===== src/design/assert_macros.svh =====
// Assertion macros used by the histogram unit. Each use samples on clk and is held off while rst_n is low.
`ifndef ASSERT_MACROS_SVH
`define ASSERT_MACROS_SVH

// Same-cycle implication.
`define DWS_ASSERT_IMP(lbl, ante, cons, msg) \
  lbl: assert property (@(posedge clk) disable iff (!rst_n) (ante) |-> (cons)) \
    else $error(msg);

// Next-cycle implication.
`define DWS_ASSERT_NEXT(lbl, ante, cons, msg) \
  lbl: assert property (@(posedge clk) disable iff (!rst_n) (ante) |=> (cons)) \
    else $error(msg);

`endif


===== src/design/dws_pkg.sv =====
`timescale 1ns / 1ps
package dws_pkg;

  localparam int FRAME_DEPTH      = 512;
  localparam int TIME_BINS        = 4096;
  localparam int DEFAULT_FRAME_MS = 8;

  localparam int RING_DEPTH = FRAME_DEPTH + 1;
  localparam int RING_AW    = $clog2(RING_DEPTH);
  localparam int FILL_W     = $clog2(RING_DEPTH + 1);
  localparam int HIST_AW    = $clog2(TIME_BINS);

  localparam int FT_W    = 10;
  localparam int IDX_W   = 12;
  localparam int UW_W    = 16;
  localparam int SUM_W   = 20;
  localparam int BIN_W   = 18;
  localparam int W_W     = 17;
  localparam int COUNT_W = 32;
  localparam int FRAC_W  = 16;
  localparam int DIV_CW  = $clog2(W_W);

  localparam logic [W_W-1:0]   ONE_Q16   = W_W'(65536);
  localparam logic [UW_W-1:0]  UW_RESET  = UW_W'(655);
  localparam logic [SUM_W-1:0] SUM_MAX   = '1;
  localparam logic [BIN_W-1:0] BIN_MAX   = '1;
  localparam logic [FT_W-1:0]  FT_DEFAULT = FT_W'(DEFAULT_FRAME_MS);

  typedef enum logic {
    OP_REPORT = 1'b0,
    OP_READ   = 1'b1
  } op_t;

endpackage


===== src/design/dws_div.sv =====
`timescale 1ns / 1ps
module dws_div (
  input  logic                         clk,
  input  logic                         rst_n,
  input  logic                         start,
  input  logic [dws_pkg::COUNT_W-1:0]  divisor,
  output logic                         done,
  output logic [dws_pkg::W_W-1:0]      quotient
);

  logic                         busy_r, busy_nxt;
  logic                         done_r, done_nxt;
  logic [dws_pkg::DIV_CW-1:0]   cnt_r, cnt_nxt;
  logic [dws_pkg::COUNT_W-1:0]  rem_r, rem_nxt;
  logic [dws_pkg::COUNT_W-1:0]  d_r, d_nxt;
  logic [dws_pkg::W_W-1:0]      q_r, q_nxt;
  logic [dws_pkg::COUNT_W:0]    shifted;
  logic [dws_pkg::COUNT_W:0]    diff;
  logic                         ge;

  assign shifted = {rem_r, dws_pkg::ONE_Q16[cnt_r]};
  assign ge      = shifted >= {1'b0, d_r};
  assign diff    = shifted - {1'b0, d_r};

  always_comb begin
    busy_nxt = busy_r;
    done_nxt = 1'b0;
    cnt_nxt  = cnt_r;
    rem_nxt  = rem_r;
    d_nxt    = d_r;
    q_nxt    = q_r;
    if (start) begin
      busy_nxt = 1'b1;
      cnt_nxt  = dws_pkg::DIV_CW'(dws_pkg::W_W - 1);
      rem_nxt  = '0;
      d_nxt    = divisor;
      q_nxt    = '0;
    end else if (busy_r) begin
      rem_nxt = ge ? diff[dws_pkg::COUNT_W-1:0] : shifted[dws_pkg::COUNT_W-1:0];
      q_nxt   = {q_r[dws_pkg::W_W-2:0], ge};
      if (cnt_r == '0) begin
        busy_nxt = 1'b0;
        done_nxt = 1'b1;
      end else begin
        cnt_nxt = cnt_r - 1'b1;
      end
    end
  end

  always_ff @(posedge clk) begin
    if (!rst_n) begin
      busy_r <= 1'b0;
      done_r <= 1'b0;
      cnt_r  <= '0;
    end else begin
      busy_r <= busy_nxt;
      done_r <= done_nxt;
      cnt_r  <= cnt_nxt;
    end
    rem_r <= rem_nxt;
    d_r   <= d_nxt;
    q_r   <= q_nxt;
  end

  assign done     = done_r;
  assign quotient = q_r;

endmodule


===== config.mk =====
export PLATFORM = sky130hd
export DESIGN_NAME = dws_div
export DESIGN_NICKNAME = d
export VERILOG_FILES = /design/src/design/assert_macros.svh /design/src/design/dws_pkg.sv /design/src/design/dws_div.sv
export SDC_FILE = /design/constraint.sdc
export NUM_CORES = 1
export LEC_CHECK = 0
export ABC_AREA = 1
export BUFFER_PORTS_ARGS = -buffer_cell sky130_fd_sc_hd__buf_2
export CAP_MARGIN = 20
export CORE_ASPECT_RATIO = 1.75
export CORE_MARGIN = 5
export CORE_UTILIZATION = 45
export DETAILED_ROUTE_END_ITERATION = 6
export GPL_ROUTABILITY_DRIVEN = 0
export PLACE_DENSITY = 0.65
export SYNTH_ARGS = -nofsm -noshare
export SYNTH_HDL_FRONTEND = slang
export SYNTH_SLANG_ARGS = --single-unit

===== constraint.sdc =====
create_clock -name clk -period 2.1 [get_ports clk]
set_input_delay 0.315 -clock clk [delete_from_list [all_inputs] [get_ports clk]]
set_output_delay 0.315 -clock clk [all_outputs]
set_load 0.01 [all_outputs]

* Yosys cells after proc, flatten, opt, wreduce, memory -nomap -nowiden *
Memory sizes are Yosys's and may differ from the RTL's.
Index checks and enable logic that the tools add are counted.
Widths: inputs -> output; s select.

word-level totals
  register bits = 88
  bits in read-only memories = 32
  word-level logic and storage cells = 31
  memories = 1

operators by class
  add/sub/neg operators = 2
  $lt $le $gt $ge = 2
  equality and inequality tests = 1
  multiplexer cells = 9
  bitwise operators = 3
  reduce and logical (&&, ||, !) cells = 6

memories
  memory           words  bits a word  rd ports  clocked after memory_dff  wr ports  RTL line       source
  (no name shown)  32     1            1         0                         0         dws_div.sv:21  assign shifted = {rem_r, dws_pkg::ONE_Q16[cnt_r]};

operators by type and width
  operator             number
  $ge 33x32->1         1
  $mux 32              1
  $sub 32x32->32       1
  $mux 5               3
  $lt 5x6->1 const B   1
  $logic_not 5->1      1
  $mux 1               5
  $sub 5x1->5 const B  1
  $reduce_and 2->1     2
  $not 1->1            3
  $reduce_or 3->1      1
  $ne 2x2->1 const B   1
  $reduce_bool 2->1    1
  $reduce_or 2->1      1

* Longest topological paths before layout *
Gate-level depths: netlist (run 1).

  depth after elaboration = 4
  gate-level depth with buffers = 18

* Worst setup path after synthesis (run 1) *
OpenSTA, ideal clock, no wires.

  kind = reg-to-reg
  start = reg cnt_r[4] in the netlist's numbering
  end = reg rem_r[28] in the netlist's numbering
  setup time = 65 ps
  arrival time = 1,931 ps
  slack = 104 ps
  stages on the path, launching flop included = 17
  path buffers = 0
  path through = dfxtp_1 > inv_1 > ha_1 > fa_1 > inv_1 > nand3_1 > nand3_1 > nand2_1 > nand2_1 > nand2_1 > nand2_1 > nand2_1 > nand2_1 > nand2_1 > a21oi_1 > nor2_1 > nor2_1

on the way
  longest elaborated chain between the ends = 4
  elaborated cells on any way between the ends = 5
  those cells by class = add/sub: 1; order compare: 1; mux: 2; memory: 1

ends and longest elaborated chain
  item                                                   RTL line                      source
  from (decl)                                            dws_div.sv:13                 logic [dws_pkg::DIV_CW-1:0] cnt_r, cnt_nxt;
  from (signal assigned)                                 dws_div.sv:58                 cnt_r <= cnt_nxt;
  $mem_v2 32x1 (*)                                       n/a
  $mux 1 (not written as such) (*)                       dws_div.sv:21
  $sub 32x32->32 / $ge 33x32->1 (equally long branches)  dws_div.sv:23, dws_div.sv:22
  $mux 32 (*)                                            dws_div.sv:39                 rem_nxt = ge ? diff[dws_pkg::COUNT_W-1:0] : shifted[dws_pkg::COUNT_W-1:0];
  to (signal assigned)                                   dws_div.sv:60                 rem_r <= rem_nxt;
  to (decl)                                              dws_div.sv:14                 logic [dws_pkg::COUNT_W-1:0] rem_r, rem_nxt;

Mark *: on every way between the ends. The rest lies on a longest branch, timed or not. The select of a mux whose other input is x is not followed.
A chain may end at the register's enable or synchronous reset.

* Final worst setup path (run 1) *
  start = reg d_r[24] in the netlist's numbering
  end = reg rem_r[14] in the netlist's numbering

on the way
  longest elaborated chain between the ends = 2

ends and longest elaborated chain
  item                    RTL line       source
  from (decl)             dws_div.sv:15  logic [dws_pkg::COUNT_W-1:0] d_r, d_nxt;
  from (signal assigned)  dws_div.sv:61  d_r <= d_nxt;
  $ge 33x32->1            dws_div.sv:22  assign ge = shifted >= {1'b0, d_r};
  $mux 32                 dws_div.sv:39

Every way passes these cells.

==> results by group, run 1 <==
Status
  • Status: finished, violations left
  • Failing checks: setup timing

Layout
  • Share of layout cells above drive strength 1: 37.9%
  • Area occupied by registers: 2090 um2
  • Final #Nets: 1,164
  • Fin area: 8950 um2
  • Multi-input logic area: 4330 um2
  • Area delta synth->final: 46.6%
  • Antenna fix cells: 0
  • Fillers: 1,090
  • Non-filler cells, final: 1,273

Setup path
  • CP Launch Type: flop
  • Delay-heaviest family, CP: simple AND/OR/NAND/NOR gates
  • Crit-path most repeated cell: nand2_2
  • Crit Path Category: reg -> reg
  • CP Cell Sequence: inv_2, ha_4, nand2_1, nand2_2, inv_2, nand2_2, inv_2, nand2_2, nand2_2, nand3_2, nor2_4, buf_12, nand2_8, clkbuf_16, nand3_2, nand3_2, nand2_1, inv_1
  • Arr. time, crit path: 2410 ps
  • CP Data Required Time: 2350 ps
  • Worst path slowest cell: edfxtp_1
  • CP startpoint: d_r[24]$_DFFE_PP_
  • Worst r2r path cells: 18
  • R2r startpoint: d_r[24]$_DFFE_PP_
  • R2R setup slack: -70 ps
  • Critical path endpoint category: flop
  • Slowest Stage Delay on Critical Path: 370 ps
  • CP Max Fanout: 8
  • Critical path endpoint: rem_r[14]$_SDFFE_PP0P_
  • Number of buffers and inverters on the critical path: 6
  • Reg-to-reg endpoint: rem_r[14]$_SDFFE_PP0P_
  • Levels on crit path: 18

Floorplan
  • Die Footprint: 16,100 um2
  • Initial core utilization: 45.6%
  • Die H: 164 um
  • # IOs: 53
  • Core area: 13,400 um2
  • Num rows: 56
  • Die Width: 98.1 um

Global route
  • Vias in the first global route: 6,326
  • Total grt overflow: 0
  • Initial antenna violation count: 0
  • Global Route Usage Sum: 22.1%
  • Pin count of the biggest net entering global routing: 33
  • First-pass GRT wire length: 28,700 um

Synth
  • Top cells by area, synth: dfxtp_1, nand2_1, edfxtp_1, inv_1, nand3_1
  • Async SR Flop Fraction: 0%
  • Avg Cell Area, Syn: 6.52 um2
  • Syn_nets: 1,006
  • Post-synth top area cell: dfxtp_1
  • Ys Warns: 0
  • Mapped Cells: 936
  • Synth cell types: 32
  • Sequential fraction of the synthesis area: 34.1%
  • Post-synth EDFFs: 32
  • Seq cells post-synth: 88
  • Mapped Area: 6110 um2
  • Area share of the largest cell type after synthesis: 18.4%
  • Synth Flop Type: dfxtp_1

Power and ir drop
  • Final total power: 4.42 mW
  • Clock power frac: 37.7%
  • Cell internal pwr: 3.14 mW
  • Leak: 4.69 nW
  • Comb pwr share: 19.5%
  • Sw Pwr: 1.28 mW
  • Switching Fraction: 29.0%
  • Peak supply drop: 0.000396 V
  • Pwr dens: 494 nW/um2
  • Seq pwr share: 42.8%

STA
  • Slew @ Worst Pin: 505 ps
  • Hold_ws: 133 ps
  • Final Setup Violations: 13
  • Fmax: 461 MHz
  • Final WS setup: -68.8 ps
  • Final Cycle Share: 103%
  • Slew HR: 66.3%
  • RSZ-0062 raised after global routing: yes
  • Setup_tns: -318 ps
  • Slew Viols, Final: 0
  • Min Tclk post-route: 2170 ps
  • Clk_skew: 11.6 ps
  • Fin. Hold Viols: 0

Clocking
  • CTS Buffer Depth: 2
  • Root buf cell: clkbuf_16
  • Post-CTS Hold Fix Bufs: 0
  • # H-tree levels: 3
  • CTS sink cnt: 88
  • Reg clk slew, reported paths: 70 ps
  • CTS tree: built
  • Clk Latency, worst-skew pair: 350 ps
  • TritonCTS Buffers: 9

Routing
  • Vias per cell: 5.31
  • Vias: 6,754
  • Routed Antenna Nets: 0
  • TritonRoute pass-1 iters: 5
  • Drt wl/cell: 15.8 um
  • DR DRC count: 0
  • DRT iter0 DRCs: 500
  • Post-Route WL: 20,100 um

Placement
  • Placed Instance Area: 7190 um2
  • IO buf count: 52
  • Hpwl dp: 13,200 um
  • Dpl cells: 1,232

Worst hold path
  • Worst min path class: in -> reg
  • Hold_sp: divisor[9]

Flow run
  • Max cap viols: 0
==> cell usage after synthesis (all sizes together) (2+ instances only) <==
cell,number
a21oi,32
and2,2
buf,15
clkbuf,12
dfxtp,56
edfxtp,32
ha,34
inv,182
nand2,296
nand3,96
nand3b,3
nand4,32
nor2,84
nor3,10
nor3b,2
o21ai,22
o21bai,5
xor2,15
==> worst min path at each step <==
stage | end | cells after the start | slack [ps]
CTS | d_r[23]$_DFFE_PP_ | 1 | 130
global placement | cnt_r[0]$_SDFFE_PP0P_ | 2 | 450
global route | d_r[5]$_DFFE_PP_ | 1 | 130
detailed placement | cnt_r[0]$_SDFFE_PP0P_ | 2 | 460
finish | d_r[9]$_DFFE_PP_ | 1 | 130
floorplan | d_r[0]$_DFFE_PP_ | 0 | 410
==> stage by stage <==
step	setup slack [ps]	util, %
floorplan	104	-
global placement	-106	53.7
detailed placement	-137	53.7
CTS	-26.5	59.6
global route	-229	66.9
finish	-68.8	66.9
==> cells by family (layout without fill, tap and decap cells) <==
| kind of cell | after synthesis | count (layout) | share of synthesized area [%] |
|---|---|---|---|
| AOI/OAI and AO/OA | 61 | 61 | 5.27 |
| xor gates and xnor gates | 15 | 15 | 2.15 |
| adders and majority gates | 35 | 35 | 7.30 |
| buffers and inverters | 210 | 372 | 13.6 |
| DFF | 88 | 88 | 34.1 |
| and+or+nand+nor | 527 | 528 | 37.5 |
==> cell type report <==
type                    instances  share of cell area (%)
multi-input cells             639                    48.3
flip-flops and latches         88                    23.3
repair buffers                173                    14.8
inverters                     183                    7.68
clock buffers                  11                    2.95
well taps                     174                    2.43
clock inverters                 5                   0.503
==> power groups by stage <==
stage,registers (mW),logic (mW),clock network [mW]
floorplan,1.93,0.348,0
global placement,1.92,0.633,0
detailed placement,1.92,0.641,0
CTS,1.89,0.711,1.70
global route,1.90,0.937,1.76
finish,1.89,0.860,1.67
==> per-layer routing <==
metal  vias up  wire (um)  track usage, %
met1      3119       7250            22.6
met4         0       1420            11.0
met5         -          0               0
met3        98        921            3.06
li1       3252          -               -
met2       285      10500            43.1
==> cell usage in the layout, fill, tap and decap left out, drive strengths merged <==
| master | n |
|---|---|
| buf | 170 |
| nand3b | 3 |
| o21bai | 5 |
| and3 | 1 |
| nand2 | 297 |
| clkinv | 3 |
| dfxtp | 56 |
| ha | 34 |
| inv | 184 |
| clkinvlp | 1 |
| nor2 | 84 |
| nor3 | 10 |
| nor4 | 1 |
| nand4 | 32 |
| a21oi | 32 |
| and2 | 2 |
| fa | 1 |
| nand3 | 96 |
| xor2 | 15 |
| edfxtp | 32 |
| nor3b | 2 |
| clkbuf | 14 |
| o21ai | 22 |
| a211oi | 1 |
| a31oi | 1 |
==> what timing repair did <==
item                       4_1_cts  5_1_grt
pin swaps                        4       43
gates resized for setup         65      195
setup endpoints to repair       33       33
gates cloned                     1        3
buffers inserted                 7       14
==> flip-flops by register name, summed over array words and instances, names as in the netlist <==
name and count:
rem_r 32, busy_r 1, d_r 32, done 1
cnt_r 5, quotient 17
(Power assumes the default switching activity.)
==> inputs of run 2 (changes only) <==
--- a/config.mk
+++ b/config.mk
@@ -5,15 +5,13 @@
 export SDC_FILE = /design/constraint.sdc
 export NUM_CORES = 1
 export LEC_CHECK = 0
-export ABC_AREA = 1
-export BUFFER_PORTS_ARGS = -buffer_cell sky130_fd_sc_hd__buf_2
 export CAP_MARGIN = 20
 export CORE_ASPECT_RATIO = 1.75
 export CORE_MARGIN = 5
 export CORE_UTILIZATION = 45
 export DETAILED_ROUTE_END_ITERATION = 6
+export DONT_BUFFER_PORTS = 1
 export GPL_ROUTABILITY_DRIVEN = 0
-export PLACE_DENSITY = 0.65
 export SYNTH_ARGS = -nofsm -noshare
 export SYNTH_HDL_FRONTEND = slang
 export SYNTH_SLANG_ARGS = --single-unit
==> results by group, run 2 <==
Status
  • Status: finished, violations left
  • Failing checks: setup timing

Synth
  • Ys Warns: 0 (unchanged)
  • Syn_nets: 658 (-35%)
  • Async SR Flop Fraction: 0% (unchanged)
  • Area share of the largest cell type after synthesis: 21.6% (+3.2 points)
  • Sequential fraction of the synthesis area: 40.0% (+5.9 points)
  • Post-synth top cells: nand2_1, nor2_1, dfxtp_1
  • Avg Cell Area, Syn: 8.84 um2 (+36%)
  • Top cells by area, synth: dfxtp_1, edfxtp_1, ha_1, nand2_1, nor2_1
  • Top-count cell post-synth: nand2_1
  • Mapped Cells: 588 (-37%)
  • Synth Flop Type: dfxtp_1
  • Synth cell types: 63 (+97%)
  • Seq cells post-synth: 88 (unchanged)
  • Post-synth top area cell: dfxtp_1
  • Post-synth EDFFs: 32 (unchanged)
  • Mapped Area: 5200 um2 (-15%)

STA
  • Slew @ Worst Pin: 717 ps (+212 ps)
  • Hold_ws: 62.8 ps (-70.1 ps)
  • Final Cycle Share: 121% (+17 points)
  • Slew Viols, Final: 0 (unchanged)
  • Fin. Hold Viols: 0 (unchanged)
  • Setup_tns: -10,700 ps (-10,380 ps)
  • Final Setup Violations: 32 (+19)
  • RSZ-0062 raised after global routing: yes
  • Fmax: 395 MHz (-14%)
  • Slew HR: 52.2% (-14 points)
  • Clk_skew: 8.12 ps (-3.52 ps)
  • Min Tclk post-route: 2530 ps (+366 ps)
  • Final WS setup: -434 ps (-366 ps)

Setup path
  • CP startpoint: d_r[14]$_DFFE_PP_
  • Crit Path Category: reg -> reg
  • Reg-to-reg endpoint: rem_r[22]$_SDFFE_PP0P_
  • Worst r2r path cells: 11 (-7)
  • CP Launch Type: flop
  • CP Max Fanout: 8 (unchanged)
  • Critical path endpoint: rem_r[22]$_SDFFE_PP0P_
  • Arr. time, crit path: 2790 ps (+380 ps)
  • R2R setup slack: -430 ps (-370 ps)
  • R2r startpoint: d_r[14]$_DFFE_PP_
  • Critical path endpoint category: flop
  • CP Data Required Time: 2360 ps (about the same)

Floorplan
  • Die H: 152 um (-7.2%)
  • Die Width: 91.3 um (-6.9%)
  • Initial core utilization: 45.4% (-0.21 points)
  • Num rows: 52 (-7.1%)
  • Die Footprint: 13,900 um2 (-14%)
  • # IOs: 53 (unchanged)
  • Core area: 11,500 um2 (-14%)

Global route
  • Global Route Usage Sum: 21.0% (-1.1 points)
  • Pin count of the biggest net entering global routing: 87 (+160%)
  • First-pass GRT wire length: 24,200 um (-16%)
  • Total grt overflow: 0 (unchanged)
  • Vias in the first global route: 5,212 (-18%)
  • Initial antenna violation count: 0 (unchanged)

Power and ir drop
  • Final total power: 5.69 mW (+29%)
  • Pwr dens: 739 nW/um2 (+50%)
  • Leak: 3.14 nW (-33%)
  • Peak supply drop: 0.000498 V (+26%)

Clocking
  • CTS tree: built
  • CTS Buffer Depth: 2 (unchanged)
  • CTS sink cnt: 88 (unchanged)
  • Reg clk slew, reported paths: 70 ps (about the same)
  • Post-CTS Hold Fix Bufs: 0 (unchanged)
  • Root buf cell: clkbuf_16
  • Clk Latency, worst-skew pair: 340 ps (about the same)
  • # H-tree levels: 3 (unchanged)
  • TritonCTS Buffers: 9 (unchanged)

Placement
  • IO buf count: 0 (-100%)
  • Hpwl dp: 10,500 um (-21%)

Routing
  • Vias: 4,857 (-28%)
  • DRT iter0 DRCs: 208 (-58%)
  • TritonRoute pass-1 iters: 4 (-1)
  • Drt wl/cell: 17.7 um (+12%)
  • Post-Route WL: 15,300 um (-24%)
  • DR DRC count: 0 (unchanged)
  • Vias per cell: 5.63 (+6.1%)
  • Routed Antenna Nets: 0 (unchanged)

Worst hold path
  • Hold_sp: divisor[26]
  • Worst min path class: in -> reg

Layout
  • Most common cell after layout, fill and taps aside: buf_4
  • Commonest cells after routing, fill and taps aside: buf_4, nor2_1, dfxtp_1, nand2_1
  • Share of layout cells above drive strength 1: 43.3% (+5.3 points)
  • Fillers: 893 (-18%)
  • Multi-input logic area: 3690 um2 (-15%)
  • Antenna fix cells: 0 (unchanged)
  • Area occupied by registers: 2090 um2 (about the same)
  • Final #Nets: 793 (-32%)
  • Area delta synth->final: 48.1%

Flow run
  • Max cap viols: 0 (unchanged)
-- run 2: cell type report --
class,count,share of cell area [%]
Multi-Input combinational cell,423,47.9
Sequential cell,88,27.1
Timing Repair Buffer,157,16.8
Clock buffer,12,3.48
Tap cell,135,2.19
Inverter,44,2.15
Clock inverter,4,0.358
-- run 2: per-stage QoR --
| stage | std cells | area (um2) | setup slack, ps | util, % |
|---|---|---|---|---|
| after floorplan | 588 | 5470 | -252 | - |
| after global placement | 825 | 6460 | -444 | 56.4 |
| after detailed placement | 825 | 6460 | -519 | 56.4 |
| after CTS | 861 | 7350 | -455 | 64.2 |
| after global routing | 863 | 7700 | -569 | 67.2 |
| final | 863 | 7700 | -434 | 67.2 |
-- run 2: worst min-delay path by stage --
stage / endpoint / slack (ps) / depth (start not counted)
6_report: d_r[26]$_DFFE_PP_ / 60 / 0
4_1_cts: quotient[10]$_SDFFE_PP0P_ / 40 / 1
3_3_place_gp: rem_r[24]$_SDFFE_PP0P_ / 400 / 1
5_1_grt: rem_r[25]$_SDFFE_PP0P_ / 30 / 1
2_1_floorplan: d_r[0]$_DFFE_PP_ / 410 / 0
3_5_place_dp: rem_r[25]$_SDFFE_PP0P_ / 400 / 1
-- run 2: kinds of logic (layout without fill, tap and decap cells) --
group                    after synthesis  after routing  synth area share, %
AND/OR/NAND/NOR                      198            198                 18.0
multiplexers                          19             19                 3.68
flip-flops                            88             88                 40.0
AO/OA/AOI/OAI                        148            148                 19.8
XOR/XNOR                              23             23                 3.87
buffers and inverters                 77            217                 6.02
adder cells (fa/ha/maj)               35             35                 8.57
-- run 2: worst max-delay path, cell delays in order (launching register included) --
cell,delay [ps]
edfxtp_1,320
inv_1,60
ha_4,320
a21oi_4,80
o211ai_1,230
a21oi_2,120
a31o_1,230
o21ai_2,190
a21oi_2,100
buf_6,160
or3b_4,390
a311oi_2,240
-- run 2: where the power goes --
part / switching [mW] / internal, mW
Combinational: 1.03 / 1.08
Clock: 0.683 / 0.908
Sequential: 0.103 / 1.89
-- run 2: what timing repair did --
action                                 4_1_cts  5_1_grt
buffers inserted                            18        7
pin swaps                                   48       58
setup endpoints to repair                   33       33
cloned                                       2        0
gates resized for setup                     89       79
endpoints found under the hold margin        0        0
-- run 2: layer usage --
layer | vias up | GRT usage (%) | part of all wire (%)
li1 | 2377 | - | -
met1 | 2315 | 21.8 | 38
met2 | 114 | 38.8 | 54
met3 | 51 | 4.20 | 3.6
met4 | 0 | 10.9 | 4.6
met5 | - | 0 | 0
